**src/rtl/core/cpsr_pkg.sv**
```systemverilog
// ----------------------------------------------------------------------------
// cpsr_pkg
// Types, constants and the microprogram of the cart position controller.
// ----------------------------------------------------------------------------
`timescale 1ns / 1ps

package cpsr_pkg;

  // Stream payload widths
  localparam int unsigned InW      = 48;
  localparam int unsigned OutW     = 48;
  localparam int unsigned EncW     = 32;
  localparam int unsigned AdcW     = 12;
  localparam int unsigned DutyW    = 7;
  localparam int unsigned DirW     = 2;
  localparam int unsigned DacW     = 12;
  localparam int unsigned EffW     = 19;

  // Result field positions inside the output tdata
  localparam int unsigned OutDutyLsb   = 0;
  localparam int unsigned OutDirLsb    = 7;
  localparam int unsigned OutDacLsb    = 9;
  localparam int unsigned OutSwingLsb  = 21;
  localparam int unsigned OutEffortLsb = 22;

  // Configuration port
  localparam int unsigned CfgIdxW  = 4;
  localparam int unsigned CfgDataW = 24;

  typedef enum logic [CfgIdxW-1:0] {
    CFG_GAIN_NOW       = 4'd0,
    CFG_GAIN_BEFORE    = 4'd1,
    CFG_EFFORT_LIMIT   = 4'd2,
    CFG_REFERENCE_LOW  = 4'd3,
    CFG_REFERENCE_HIGH = 4'd4,
    CFG_DWELL_TICKS    = 4'd5,
    CFG_CYCLE_TICKS    = 4'd6,
    CFG_BALANCE_WINDOW = 4'd7
  } cfg_idx_e;

  typedef struct packed {
    logic [23:0]        gain_now;
    logic [23:0]        gain_before;
    logic [17:0]        effort_limit;
    logic signed [17:0] reference_low;
    logic signed [17:0] reference_high;
    logic [7:0]         dwell_ticks;
    logic [7:0]         cycle_ticks;
    logic [17:0]        balance_window;
  } cfg_t;

  localparam logic [23:0]        RstGainNow    = 24'd1428685;
  localparam logic [23:0]        RstGainBefore = 24'd1428226;
  localparam logic [17:0]        RstEffortLim  = 18'd176947;
  localparam logic signed [17:0] RstRefLow     = -18'sd3932;
  localparam logic signed [17:0] RstRefHigh    = 18'sd5243;
  localparam logic [7:0]         RstDwell      = 8'd120;
  localparam logic [7:0]         RstCycle      = 8'd240;
  localparam logic [17:0]        RstWindow     = 18'd6554;

  // Bridge direction codes
  typedef enum logic [DirW-1:0] {
    DIR_OFF = 2'd0,
    DIR_FWD = 2'd1,
    DIR_REV = 2'd2
  } drive_dir_e;

  // Scaling constants (Q16.16)
  localparam int unsigned PiQ      = 205973;
  localparam int unsigned AdcGain  = 2 * PiQ;
  localparam int unsigned PosNum   = 4608;
  localparam int unsigned PosDen   = 665;
  localparam int unsigned PosShift = 29;
  localparam int unsigned DacScale = 9100;
  localparam int unsigned DutyScale     = 100;
  localparam int unsigned DutyMax       = 100;
  localparam int unsigned DivThreeRecip = 171;

  // floor(2^29 * 4608 / 665): position = (enc * PosRecip) >> 29, low by at most one
  localparam logic [31:0] PosRecip =
    32'(((64'd1 << PosShift) * PosNum) / PosDen);
  // Smallest encoder count whose position reaches 2^31
  localparam logic [30:0] PosSatEnc =
    31'((((64'd1 << 31) * PosDen) + PosNum - 1) / PosNum);

  // Datapath widths
  localparam int unsigned ProdW = 62;
  localparam int unsigned SumW  = 58;
  localparam int unsigned AccW  = 43;

  // Microprogram
  localparam int unsigned PcW = 4;
  typedef logic [PcW-1:0] pc_t;

  typedef enum logic [2:0] {
    MUL_NONE,
    MUL_POS,
    MUL_QDIV,
    MUL_GNOW,
    MUL_GBEF,
    MUL_DAC
  } mul_sel_e;

  typedef enum logic [3:0] {
    ALU_NONE,
    ALU_SWING,
    ALU_POS_QUOT,
    ALU_POS_FIX,
    ALU_ERROR,
    ALU_SUM_LOAD,
    ALU_SUM_SUB,
    ALU_EFFORT,
    ALU_DUTY,
    ALU_OUTPUT,
    ALU_SCHED
  } alu_e;

  typedef enum logic [1:0] {
    BR_NONE,
    BR_TICK,
    BR_ALWAYS
  } br_e;

  typedef struct packed {
    mul_sel_e mul;
    alu_e     alu;
    br_e      br;
    pc_t      target;
    logic     last;
  } cw_t;

  typedef struct packed {
    cw_t  cw;
    logic act;
    logic start;
  } ctrl_t;

  localparam pc_t STEP_DISPATCH   = 4'd0;
  localparam pc_t STEP_SWING      = 4'd1;
  localparam pc_t STEP_POS_QUOT   = 4'd2;
  localparam pc_t STEP_POS_MUL    = 4'd3;
  localparam pc_t STEP_POS_FIX    = 4'd4;
  localparam pc_t STEP_ERROR      = 4'd5;
  localparam pc_t STEP_MUL_NOW    = 4'd6;
  localparam pc_t STEP_MUL_BEFORE = 4'd7;
  localparam pc_t STEP_SUM_SUB    = 4'd8;
  localparam pc_t STEP_EFFORT     = 4'd9;
  localparam pc_t STEP_EMIT       = 4'd10;
  localparam pc_t STEP_OUTPUT     = 4'd11;
  localparam pc_t STEP_TICK       = 4'd12;

  function automatic cw_t rom_word(pc_t pc);
    cw_t w;
    w = '{mul: MUL_NONE, alu: ALU_NONE, br: BR_NONE, target: STEP_DISPATCH, last: 1'b0};
    case (pc)
      STEP_DISPATCH: begin
        w.mul    = MUL_POS;
        w.br     = BR_TICK;
        w.target = STEP_TICK;
      end
      STEP_SWING:      w.alu = ALU_SWING;
      STEP_POS_QUOT:   w.alu = ALU_POS_QUOT;
      STEP_POS_MUL:    w.mul = MUL_QDIV;
      STEP_POS_FIX:    w.alu = ALU_POS_FIX;
      STEP_ERROR:      w.alu = ALU_ERROR;
      STEP_MUL_NOW:    w.mul = MUL_GNOW;
      STEP_MUL_BEFORE: begin
        w.mul = MUL_GBEF;
        w.alu = ALU_SUM_LOAD;
      end
      STEP_SUM_SUB:    w.alu = ALU_SUM_SUB;
      STEP_EFFORT:     w.alu = ALU_EFFORT;
      STEP_EMIT: begin
        w.mul = MUL_DAC;
        w.alu = ALU_DUTY;
      end
      STEP_OUTPUT: begin
        w.alu  = ALU_OUTPUT;
        w.last = 1'b1;
      end
      STEP_TICK: begin
        w.alu    = ALU_SCHED;
        w.br     = BR_ALWAYS;
        w.target = STEP_EMIT;
      end
      default:         w.last = 1'b1;
    endcase
    return w;
  endfunction

endpackage

```
**src/rtl/core/cpsr_cfg.sv**
```systemverilog
// ----------------------------------------------------------------------------
// cpsr_cfg
// Configuration register file, written one register per transaction.
// ----------------------------------------------------------------------------
`timescale 1ns / 1ps

module cpsr_cfg import cpsr_pkg::*; (
  input  logic                clk_i,
  input  logic                rst_ni,
  input  logic                cfg_valid_i,
  output logic                cfg_ready_o,
  input  logic [CfgIdxW-1:0]  cfg_index_i,
  input  logic [CfgDataW-1:0] cfg_data_i,
  output cfg_t                cfg_o
);

  cfg_t cfg_q;

  assign cfg_ready_o = 1'b1;
  assign cfg_o       = cfg_q;

  always_ff @(posedge clk_i or negedge rst_ni) begin
    if (!rst_ni) begin
      cfg_q.gain_now       <= RstGainNow;
      cfg_q.gain_before    <= RstGainBefore;
      cfg_q.effort_limit   <= RstEffortLim;
      cfg_q.reference_low  <= RstRefLow;
      cfg_q.reference_high <= RstRefHigh;
      cfg_q.dwell_ticks    <= RstDwell;
      cfg_q.cycle_ticks    <= RstCycle;
      cfg_q.balance_window <= RstWindow;
    end else if (cfg_valid_i) begin
      // Drop writes to unknown indexes
      case (cfg_idx_e'(cfg_index_i))
        CFG_GAIN_NOW:       cfg_q.gain_now       <= cfg_data_i;
        CFG_GAIN_BEFORE:    cfg_q.gain_before    <= cfg_data_i;
        CFG_EFFORT_LIMIT:   cfg_q.effort_limit   <= cfg_data_i[17:0];
        CFG_REFERENCE_LOW:  cfg_q.reference_low  <= signed'(cfg_data_i[17:0]);
        CFG_REFERENCE_HIGH: cfg_q.reference_high <= signed'(cfg_data_i[17:0]);
        CFG_DWELL_TICKS:    cfg_q.dwell_ticks    <= cfg_data_i[7:0];
        CFG_CYCLE_TICKS:    cfg_q.cycle_ticks    <= cfg_data_i[7:0];
        CFG_BALANCE_WINDOW: cfg_q.balance_window <= cfg_data_i[17:0];
        default: ;
      endcase
    end
  end

endmodule

```
**src/rtl/core/cpsr_seq.sv**
```systemverilog
// ----------------------------------------------------------------------------
// cpsr_seq
// Microprogram sequencer: step counter, control ROM and branch logic.
// ----------------------------------------------------------------------------
`timescale 1ns / 1ps

module cpsr_seq import cpsr_pkg::*; (
  input  logic  clk_i,
  input  logic  rst_ni,
  input  logic  in_valid_i,
  input  logic  in_op_i,
  output logic  in_ready_o,
  input  logic  out_free_i,
  output ctrl_t ctrl_o
);

  typedef enum logic [1:0] {
    SEQ_IDLE = 2'b01,
    SEQ_RUN  = 2'b10
  } seq_state_e;

  seq_state_e state_q, state_d;
  pc_t        pc_q, pc_d;
  logic       op_q, op_d;
  cw_t        cw;
  logic       start, act, taken;

  always_comb begin
    cw    = rom_word(pc_q);
    start = (state_q == SEQ_IDLE) && in_valid_i;
    // Hold on the last step while the output register is still occupied
    act   = (state_q == SEQ_RUN) && !(cw.last && !out_free_i);
    case (cw.br)
      BR_TICK:   taken = op_q;
      BR_ALWAYS: taken = 1'b1;
      default:   taken = 1'b0;
    endcase

    state_d = state_q;
    pc_d    = pc_q;
    op_d    = op_q;
    case (state_q)
      SEQ_IDLE: begin
        if (start) begin
          state_d = SEQ_RUN;
          pc_d    = STEP_DISPATCH;
          op_d    = in_op_i;
        end
      end
      SEQ_RUN: begin
        if (act) begin
          if (cw.last) begin
            state_d = SEQ_IDLE;
          end else if (taken) begin
            pc_d = cw.target;
          end else begin
            pc_d = pc_q + pc_t'(1);
          end
        end
      end
      default: state_d = SEQ_IDLE;
    endcase
  end

  always_ff @(posedge clk_i or negedge rst_ni) begin
    if (!rst_ni) begin
      state_q <= SEQ_IDLE;
      pc_q    <= STEP_DISPATCH;
      op_q    <= 1'b0;
    end else begin
      state_q <= state_d;
      pc_q    <= pc_d;
      op_q    <= op_d;
    end
  end

  assign in_ready_o   = (state_q == SEQ_IDLE);
  assign ctrl_o.cw    = cw;
  assign ctrl_o.act   = act;
  assign ctrl_o.start = start;

endmodule

```
**src/rtl/core/cpsr_dp.sv**
```systemverilog
// ----------------------------------------------------------------------------
// cpsr_dp
// Datapath: shared multiplier, controller state and output register.
// ----------------------------------------------------------------------------
`timescale 1ns / 1ps

module cpsr_dp import cpsr_pkg::*; (
  input  logic            clk_i,
  input  logic            rst_ni,
  input  ctrl_t           ctrl_i,
  input  cfg_t            cfg_i,
  input  logic [EncW-1:0] enc_count_i,
  input  logic [AdcW-1:0] adc_code_i,
  output logic [OutW-1:0] out_data_o
);

  // Input latches and working registers
  logic [EncW-1:0]         enc_q;
  logic [AdcW-1:0]         adc_q;
  logic signed [ProdW-1:0] prod_q;
  logic [30:0]             quot_q;
  logic signed [31:0]      err_q;
  logic signed [SumW-1:0]  sum_q;
  logic [DutyW-1:0]        duty_q;
  logic [OutW-1:0]         out_q;

  // Controller state
  logic [30:0]             pos_q;
  logic signed [31:0]      eprev_q;
  logic signed [EffW-1:0]  effort_q;
  logic signed [17:0]      ref_q;
  logic [7:0]              phase_q;
  logic                    swing_q;

  // Multiplier
  logic signed [32:0] mul_a, mul_b;
  logic signed [65:0] mul_p;

  always_comb begin
    mul_a = '0;
    mul_b = '0;
    case (ctrl_i.cw.mul)
      MUL_POS: begin
        mul_a = {4'b0, enc_q[28:0]};
        mul_b = {1'b0, PosRecip};
      end
      MUL_QDIV: begin
        mul_a = {2'b0, quot_q};
        mul_b = 33'(PosDen);
      end
      MUL_GNOW: begin
        mul_a = {9'b0, cfg_i.gain_now};
        mul_b = {err_q[31], err_q};
      end
      MUL_GBEF: begin
        mul_a = {9'b0, cfg_i.gain_before};
        mul_b = {eprev_q[31], eprev_q};
      end
      MUL_DAC: begin
        mul_a = {2'b0, pos_q};
        mul_b = 33'(DacScale);
      end
      default: ;
    endcase
  end

  assign mul_p = mul_a * mul_b;

  // Angle window: compare adc*2*PI against the window edges times 4095
  logic [30:0] adc_scaled, win_hi, win_lo;
  logic [18:0] hi_n;
  logic [19:0] lo_n;
  logic        lo_pos, swing_next;

  always_comb begin
    adc_scaled = 31'(adc_q) * 31'(AdcGain);
    hi_n       = 19'(cfg_i.balance_window) + 19'(PiQ);
    win_hi     = {hi_n, 12'b0} - 31'(hi_n);
    lo_n       = 20'(PiQ + 1) - 20'(cfg_i.balance_window);
    lo_pos     = !lo_n[19] && (lo_n != '0);
    win_lo     = 31'({lo_n[17:0], 12'b0}) - 31'(lo_n[17:0]);
    swing_next = !((adc_scaled < win_hi) && (!lo_pos || (adc_scaled >= win_lo)));
  end

  // Position: correct the reciprocal quotient by one, clamp negative and huge counts
  logic [41:0] enc_x, rem;
  logic [30:0] pos_next;

  always_comb begin
    enc_x = 42'({enc_q[28:0], 12'b0}) + 42'({enc_q[28:0], 9'b0});
    rem   = enc_x - prod_q[41:0];
    if (enc_q[31]) begin
      pos_next = '0;
    end else if (enc_q[30:0] >= PosSatEnc) begin
      pos_next = '1;
    end else begin
      pos_next = quot_q + 31'(rem >= 42'(PosDen));
    end
  end

  // Error, saturated at the negative end only
  logic [32:0] diff;
  logic [31:0] err_next;

  always_comb begin
    diff     = {{15{ref_q[17]}}, ref_q} - {2'b0, pos_q};
    err_next = (diff[32] && !diff[31]) ? 32'h8000_0000 : diff[31:0];
  end

  // Effort update and clamp
  logic signed [AccW-1:0] acc, lim_s, lim_neg;
  logic signed [EffW-1:0] eff_next;

  always_comb begin
    acc     = AccW'(effort_q) + AccW'(signed'(sum_q[SumW-1:16]));
    lim_s   = AccW'(cfg_i.effort_limit);
    lim_neg = -lim_s;
    if (acc > lim_s) begin
      eff_next = lim_s[EffW-1:0];
    end else if (acc < lim_neg) begin
      eff_next = lim_neg[EffW-1:0];
    end else begin
      eff_next = acc[EffW-1:0];
    end
  end

  // Duty: floor(floor(|effort|*100/65536)/3), capped
  logic [EffW-1:0]  mag;
  logic [24:0]      scaled;
  logic [8:0]       duty_t;
  logic [16:0]      third;
  logic [DutyW-1:0] duty_next;

  always_comb begin
    mag       = effort_q[EffW-1] ? EffW'(-effort_q) : effort_q;
    scaled    = 25'(mag) * 25'(DutyScale);
    duty_t    = scaled[24:16];
    third     = 17'(duty_t) * 17'(DivThreeRecip);
    duty_next = (third[16:9] > 8'(DutyMax)) ? DutyW'(DutyMax) : third[15:9];
  end

  // Result word
  drive_dir_e      dir;
  logic [OutW-1:0] out_d;

  always_comb begin
    if (effort_q == '0) begin
      dir = DIR_OFF;
    end else if (effort_q[EffW-1]) begin
      dir = DIR_REV;
    end else begin
      dir = DIR_FWD;
    end
    out_d = '0;
    out_d[OutDutyLsb +: DutyW]  = duty_q;
    out_d[OutDirLsb +: DirW]    = dir;
    out_d[OutDacLsb +: DacW]    = prod_q[27:16];
    out_d[OutSwingLsb]          = swing_q;
    out_d[OutEffortLsb +: EffW] = effort_q;
  end

  // Swing-up schedule
  logic [8:0] phase_inc;
  assign phase_inc = 9'(phase_q) + 9'd1;

  // Working registers
  always_ff @(posedge clk_i) begin
    if (ctrl_i.start) begin
      enc_q <= enc_count_i;
      adc_q <= adc_code_i;
    end
    if (ctrl_i.act && (ctrl_i.cw.mul != MUL_NONE)) begin
      prod_q <= mul_p[ProdW-1:0];
    end
    if (ctrl_i.act) begin
      case (ctrl_i.cw.alu)
        ALU_POS_QUOT: quot_q <= prod_q[59:29];
        ALU_ERROR:    err_q  <= signed'(err_next);
        ALU_SUM_LOAD: sum_q  <= prod_q[SumW-1:0];
        ALU_SUM_SUB:  sum_q  <= sum_q - prod_q[SumW-1:0];
        ALU_DUTY:     duty_q <= duty_next;
        ALU_OUTPUT:   out_q  <= out_d;
        default: ;
      endcase
    end
  end

  // Controller state
  always_ff @(posedge clk_i or negedge rst_ni) begin
    if (!rst_ni) begin
      pos_q    <= '0;
      eprev_q  <= '0;
      effort_q <= '0;
      ref_q    <= '0;
      phase_q  <= '0;
      swing_q  <= 1'b1;
    end else if (ctrl_i.act) begin
      case (ctrl_i.cw.alu)
        ALU_SWING:   swing_q <= swing_next;
        ALU_POS_FIX: pos_q   <= pos_next;
        ALU_EFFORT: begin
          effort_q <= eff_next;
          eprev_q  <= err_q;
        end
        ALU_SCHED: begin
          if (swing_q) begin
            if (phase_q < cfg_i.dwell_ticks) begin
              ref_q   <= cfg_i.reference_low;
              phase_q <= phase_inc[7:0];
            end else begin
              ref_q   <= cfg_i.reference_high;
              phase_q <= (phase_inc > 9'(cfg_i.cycle_ticks)) ? 8'd0 : phase_inc[7:0];
            end
          end
        end
        default: ;
      endcase
    end
  end

  assign out_data_o = out_q;

endmodule

```
**src/rtl/core/cart_position_pi_with_swingup_reference_top.sv**
```systemverilog
// ----------------------------------------------------------------------------
// cart_position_pi_with_swingup_reference_top
// Cart position PI controller for a pendulum rig with a swing-up reference
// schedule. A sample transaction (tuser = 0) carries the encoder count and
// the angle ADC code; the block scales them to Q16.16 position and angle,
// sets the swing-up flag when the angle leaves the balance window, runs one
// incremental PI step on the position error, clamps the effort to the
// configured bound and returns PWM duty, bridge direction, a 12-bit DAC
// position code, the swing flag and the effort. A tick transaction
// (tuser = 1) advances the swing-up reference schedule while the swing flag
// is set and returns the held outputs. Every input transaction gives exactly
// one output transaction. A sample or a tick occupies the microprogram
// sequencer for the length of its microprogram, which runs the chain of
// dependent products through one shared 33x33 multiplier. The next item is
// taken in the cycle after the last step, so a new sample or tick is not
// taken before the last one is through. An output result that is not taken
// yet holds the last step of the following item. The user must write
// configuration only while the block is idle; the block does not enforce it.
// ----------------------------------------------------------------------------
`timescale 1ns / 1ps

module cart_position_pi_with_swingup_reference_top import cpsr_pkg::*; (
  input  logic                clk_i,
  input  logic                rst_ni,
  // Input stream
  input  logic                s_axis_tvalid_i,
  output logic                s_axis_tready_o,
  // tdata: [31:0] enc_count (signed), [43:32] adc_code, [47:44] zero
  input  logic [InW-1:0]      s_axis_tdata_i,
  // tuser: [0] op (0 = control sample, 1 = schedule tick)
  input  logic                s_axis_tuser_i,
  // Output stream
  output logic                m_axis_tvalid_o,
  input  logic                m_axis_tready_i,
  // tdata: [6:0] pwm_duty, [8:7] drive_dir, [20:9] dac_code, [21] swinging,
  //        [40:22] effort (signed), [47:41] zero
  output logic [OutW-1:0]     m_axis_tdata_o,
  // Configuration write channel
  input  logic                cfg_valid_i,
  output logic                cfg_ready_o,
  input  logic [CfgIdxW-1:0]  cfg_index_i,
  input  logic [CfgDataW-1:0] cfg_data_i
);

  cfg_t  cfg;
  ctrl_t ctrl;
  logic  m_valid_q, m_valid_d;
  logic  out_free, out_load;

  // Register file: gains, effort bound, schedule references and window
  cpsr_cfg u_cfg (
    .clk_i       (clk_i),
    .rst_ni      (rst_ni),
    .cfg_valid_i (cfg_valid_i),
    .cfg_ready_o (cfg_ready_o),
    .cfg_index_i (cfg_index_i),
    .cfg_data_i  (cfg_data_i),
    .cfg_o       (cfg)
  );

  // Sequencer: takes one transaction, then steps through the control ROM.
  // The first step branches to the tick routine when tuser says so.
  cpsr_seq u_seq (
    .clk_i      (clk_i),
    .rst_ni     (rst_ni),
    .in_valid_i (s_axis_tvalid_i),
    .in_op_i    (s_axis_tuser_i),
    .in_ready_o (s_axis_tready_o),
    .out_free_i (out_free),
    .ctrl_o     (ctrl)
  );

  // Datapath: the control word picks the multiplier operands and the
  // register that the step updates; the last step fills the output register.
  cpsr_dp u_dp (
    .clk_i       (clk_i),
    .rst_ni      (rst_ni),
    .ctrl_i      (ctrl),
    .cfg_i       (cfg),
    .enc_count_i (s_axis_tdata_i[EncW-1:0]),
    .adc_code_i  (s_axis_tdata_i[EncW +: AdcW]),
    .out_data_o  (m_axis_tdata_o)
  );

  // The output register is free when empty or emptied in this cycle
  assign out_free = !m_valid_q || m_axis_tready_i;
  assign out_load = ctrl.act && ctrl.cw.last;

  always_comb begin
    if (out_load) begin
      m_valid_d = 1'b1;
    end else if (m_axis_tready_i) begin
      m_valid_d = 1'b0;
    end else begin
      m_valid_d = m_valid_q;
    end
  end

  always_ff @(posedge clk_i or negedge rst_ni) begin
    if (!rst_ni) begin
      m_valid_q <= 1'b0;
    end else begin
      m_valid_q <= m_valid_d;
    end
  end

  assign m_axis_tvalid_o = m_valid_q;

endmodule

```
**config.mk**
```make
export PLATFORM = sky130hd
export DESIGN_NAME = cart_position_pi_with_swingup_reference_top
export DESIGN_NICKNAME = d
export VERILOG_FILES = /design/src/rtl/core/cpsr_pkg.sv /design/src/rtl/core/cpsr_cfg.sv /design/src/rtl/core/cpsr_seq.sv /design/src/rtl/core/cpsr_dp.sv /design/src/rtl/core/cart_position_pi_with_swingup_reference_top.sv
export SDC_FILE = /design/constraint.sdc
export NUM_CORES = 2
export LEC_CHECK = 0
export BUFFER_PORTS_ARGS = -buffer_cell sky130_fd_sc_hd__buf_2
export CORE_UTILIZATION = 60
export CTS_BUF_LIST = sky130_fd_sc_hd__clkbuf_4 sky130_fd_sc_hd__clkbuf_8 sky130_fd_sc_hd__clkbuf_16
export DETAILED_ROUTE_END_ITERATION = 12
export GPL_ROUTABILITY_DRIVEN = 1
export PLACE_DENSITY_LB_ADDON = 0.12
export SYNTH_ARGS = -nofsm -noshare
export SYNTH_HDL_FRONTEND = slang
export SYNTH_HIERARCHICAL = 1
export SYNTH_SLANG_ARGS = --single-unit
```
**constraint.sdc**
```tcl
create_clock -name clk_i -period 12.2 [get_ports clk_i]
set_input_delay 2.44 -clock clk_i [delete_from_list [all_inputs] [get_ports clk_i]]
set_output_delay 2.44 -clock clk_i [all_outputs]
set_load 0.005 [all_outputs]
```
# Word level (Yosys, flattened, before mapping)

Cells that the tools add are included.
Widths: inputs -> output; s select.

Input bits: 82
Register bits after elaboration: 526
Output and inout port bits: 51

Equality and inequality tests: 42
$mul: 4
Add/sub/neg operators: 14
Magnitude comparators: 9
Mux-type cells: 28
Reductions and logical operators: 46

Operator list:

| kind                 | count |
|---|---|
| $pmux 33 s5          | 1 |
| $pmux 31 s5          | 1 |
| $pmux 58 s2          | 1 |
| $mux 31              | 2 |
| $mul 32x33->60       | 1 |
| $sub 58x58->58       | 1 |
| $mux 19              | 3 |
| $eq 4x3->1 const B   | 12 |
| $add 19x42->43       | 1 |
| $gt 43x19->1         | 1 |
| $lt 43x43->1         | 1 |
| $neg 18->43          | 1 |
| $add 41x38->42       | 1 |
| $ge 42x10->1 const B | 1 |
| $sub 42x42->42       | 1 |
| $pmux 4 s10          | 1 |
| $reduce_and 2->1     | 17 |
| $sub 18x32->33       | 1 |
| $eq 4x4->1 const B   | 8 |
| $add 31x1->31        | 1 |
| $ge 31x29->1 const B | 1 |
| $ge 31x31->1         | 1 |
| $lt 31x31->1         | 1 |
| $sub 30x18->31       | 1 |
| 42 further kinds     | 82 |

# Longest topological paths before layout

Word-level depth: 8
Depth in mapped cells: 43
Depth with buffers taken out: 42

# By module

The synthesis kept the hierarchy.

By module, submodules not included:

| module                                      | area each (sq um) | cells an instance | times used |
|---|---|---|---|
| cpsr_dp                                     | 70904.3           | 7864              | 1 |
| cpsr_cfg                                    | 5271.3            | 298               | 1 |
| cpsr_seq                                    | 794.5             | 91                | 1 |
| cart_position_pi_with_swingup_reference_top | 48.8              | 4                 | 1 |

# Worst setup path after synthesis

Ideal clock, no wire load.

Path kind: reg-to-reg
Start: register u_seq.pc_q[0]
End: register u_dp.prod_q[59], data pin
Path buffers: 4
Path slack: 2.149 ns
Arrival: 9.791 ns
Clock period less this slack: 10.051 ns
Cell stages (with the launch flop): 36
Data required time: 11.940 ns
Cell sequence: dfrtp_1 -> inv_1 -> ha_1 -> buf_4 -> mux2i_1 -> o21ai_0 -> buf_1 -> clkbuf_1 -> mux2_2 -> a221oi_1 -> clkbuf_1 -> nor2_1 -> fa_1 -> inv_1 -> fa_1 -> inv_1 -> fa_1 -> fa_1 -> fa_1 -> fa_1 -> fa_1 -> inv_1 -> fa_1 -> inv_1 -> ha_1 -> a211oi_1 -> o21ai_0 -> a2111oi_0 -> o21ai_0 -> a311o_1 -> a221o_1 -> a21oi_1 -> a21oi_1 -> o21a_1 -> nor2_1 -> xnor2_1

RTL lines:

| element                | RTL line       | RTL |
|---|---|---|
| from (decl)            | cpsr_seq.sv:23 | `pc_t pc_q, pc_d;` |
| from (signal assigned) | cpsr_seq.sv:72 | `pc_q <= pc_d;` |
| to (signal assigned)   | cpsr_dp.sv:173 | `prod_q <= mul_p[ProdW-1:0];` |
| to (decl)              | cpsr_dp.sv:20  | `logic signed [ProdW-1:0] prod_q;` |

==> out/metrics.cfg <==
[sta]
report.final.setup_viol=0
clock_skew_ns=0.0384
setup-tns-final_ns=0
period_share_pct=95.8
hold_viol=0
worst_slew_margin_rel_pct=21.3
worst_slew_pin_slew_ns=1.18
clock.fmax_mhz=85.6
timing_max_transition_violations_final=0
rsz0062_at_grt=false
fin_crit_ns=11.69

[place]
hpwlAfterDp_um=193000
port_buffers=120
finalWeightedCongestion=0.997

[worst_setup_path]
crit_reg_reg_endpoint=u_dp/prod_q[59]$_DFFE_PP_
crit_required_ns=12.62
worst_path_largest_cell_delay_ns=0.95
worst-setup-path-type=register to register
startpoint_type=register
critical_path.reg2reg.startpoint=u_seq/pc_q[0]$_DFFE_PN0P_
crit_arrival_ns=12.11
worst_reg2reg_setup_slack_ns=0.51
worst_path_max_delay_cell=a221oi_2
critPathMaxFanout=17
worst_path_most_repeated_cell=fa_1
cp-end-kind=register
ff2ff_path_depth=34

[drt]
route.antenna.remaining_nets=0
drt_iter0_markers=4823
wl_per_cell_um=23.3
post_dr_vias_cell=5.91
detailedRoute.firstPassIterationCount=8
drc=0
route.vias.total=59649
detail_route.wirelength_um=236000

[clocking]
ctsRootBufferMaster=clkbuf_16
cts-root-to-sink-buffers=3
post_cts_buffers=0
worst_setup_hold_path_clk_slew_ns=0.07
ctsResizeCount=0
numClockSinks=526
tritoncts=yes
cts.htree.levels=2
cts_hold_repair.buffers=0
cts_buffers=59
worst_skew_pair.late_latency_ns=0.70

[job]
max-cap-violations=0

[synthesis]
yosysWarningCount=6
synthesis.area_mm2=0.0770
syn-instance-count=8253
postSynthAreaPerCell_um2=9.33

[die]
initial_core_utilization_pct=60.5
core_area_mm2=0.127
floorplan.die_area_mm2=0.130
core.rowCount=131
top_level_ports=133
die_h_um=360
die_w_um=360

[finish]
area_of_combinational_cells_with_multiple_inputs_mm2=0.0560
net_count_reported_at_finish=10284
final_layout_size_suffix_gt1_share_pct=8.59
fillers=10757
synthToLayoutAreaGrowth_pct=6.84
ff_latch_area_mm2=0.0146

[hold_path]
whs_path_depth=0
timing.hold.worst.class=register to register
min_to=u_dp/out_data_o[6]$_DFFE_PP_
hp-start=u_dp/duty_q[6]$_SDFFCE_PN1P_

[global_routing]
pin_count_of_the_biggest_net_entering_global_routing=160
remaining_global_route_overflow=0
grt_first_pass_wirelength_um=363000
grt_antenna_before_repair=13
grt.total_usage_pct=37.0
first_global_vias=61057

[run_status]
status=finished clean

## metal layers
metal  vias to the layer above  share of wire (%)  GRT usage, %
li1                      26853                  -             -
met1                     29887                 40          48.1
met2                      2313                 46          60.0
met3                       592                7.1          4.51
met4                         4                6.9          21.2
met5                         -              0.012             0
## sequential cells by signal (all words and copies together) (netlist names), 32 cells and up
register,flops
u_dp/out_data_o,41
u_dp/err_q,32
u_cfg/cfg_o,136
u_dp/enc_q,32
u_dp/eprev_q,32
u_dp/sum_q,58
u_dp/prod_q,60
## worst max path at each step
stage | startpoint | endpoint | cells past startpoint
6_report | u_seq/pc_q[0]$_DFFE_PN0P_ | u_dp/prod_q[59]$_DFFE_PP_ | 34
5_1_grt | u_seq/pc_q[0]$_DFFE_PN0P_ | u_dp/prod_q[59]$_DFFE_PP_ | 34
4_1_cts | u_seq/pc_q[0]$_DFFE_PN0P_ | u_dp/prod_q[59]$_DFFE_PP_ | 34
3_5_place_dp | u_seq/pc_q[0]$_DFFE_PN0P_ | u_dp/prod_q[59]$_DFFE_PP_ | 34
3_3_place_gp | u_seq/pc_q[0]$_DFFE_PN0P_ | u_dp/prod_q[59]$_DFFE_PP_ | 34
2_1_floorplan | u_seq/pc_q[0]$_DFFE_PN0P_ | u_dp/prod_q[59]$_DFFE_PP_ | 35
## per-stage QoR
| stage | area, um^2 | cells | setup slack, ns | hold WS (ns) | util (%) |
|---|---|---|---|---|---|
| global route | 82300 | 10089 | 0.113 | 0.429 | 64.6 |
| finish | 82300 | 10091 | 0.515 | 0.423 | 64.6 |
| floorplan | 77400 | 8355 | 2.15 | 0.400 | - |
| global placement | 80200 | 9976 | 0.803 | 0.407 | 63.0 |
| CTS | 82300 | 10088 | 0.626 | 0.425 | 64.6 |
| detailed placement | 80200 | 9976 | 0.656 | 0.405 | 63.0 |
## worst max-delay path, delay by kind of cell, from the launching register on
| kind | cells | cell delay [ns] |
|---|---|---|
| and+or+nand+nor | 4 | 0.78 |
| xor gates and xnor gates | 1 | 0.07 |
| muxes | 1 | 0.30 |
| buffers and inverters | 6 | 1.11 |
| AOI/OAI and AO/OA | 12 | 3.87 |
| DFF | 1 | 0.44 |
| adders and majority gates | 10 | 4.84 |
## layout make-up
type / count / share of cell area [%]
Antenna cell: 3 / 0.00913
Clock buffer: 74 / 2.01
Clock inverter: 38 / 0.499
Inverter: 1548 / 7.06
Multi-Input combinational cell: 5977 / 68.0
Sequential cell: 526 / 17.8
Tap cell: 1662 / 2.53
Timing Repair Buffer: 263 / 2.08
## placed cells by master, fill, tap and decap left out, types with 30 or more instances in the layout
master     count
clkbuf_16     62
and2_1        62
buf_2        119
a21oi_1      297
a22oi_1       51
o211ai_1      31
xor2_1       136
a21o_1       176
dfstp_2       65
and3_1        45
o21bai_1      47
nor2_1       878
nand2_1      597
mux2_2       148
a22o_1        30
a31oi_1       43
dfrtp_1      188
nand2b_1     116
or2_2         49
nor2b_1       49
o21ai_0      255
buf_4        141
inv_1       1546
xnor2_1      252
o21a_1        52
mux2i_1       40
edfxtp_1     273
nor3_1        76
a211oi_1      66
nand4_1       62
nand3_1       94
conb_1       105
fa_1        1122
ha_1         705
Power is left out: the tool's default activity adds up to more than one toggle a clock period on the data nets, which glitch-free logic cannot reach.
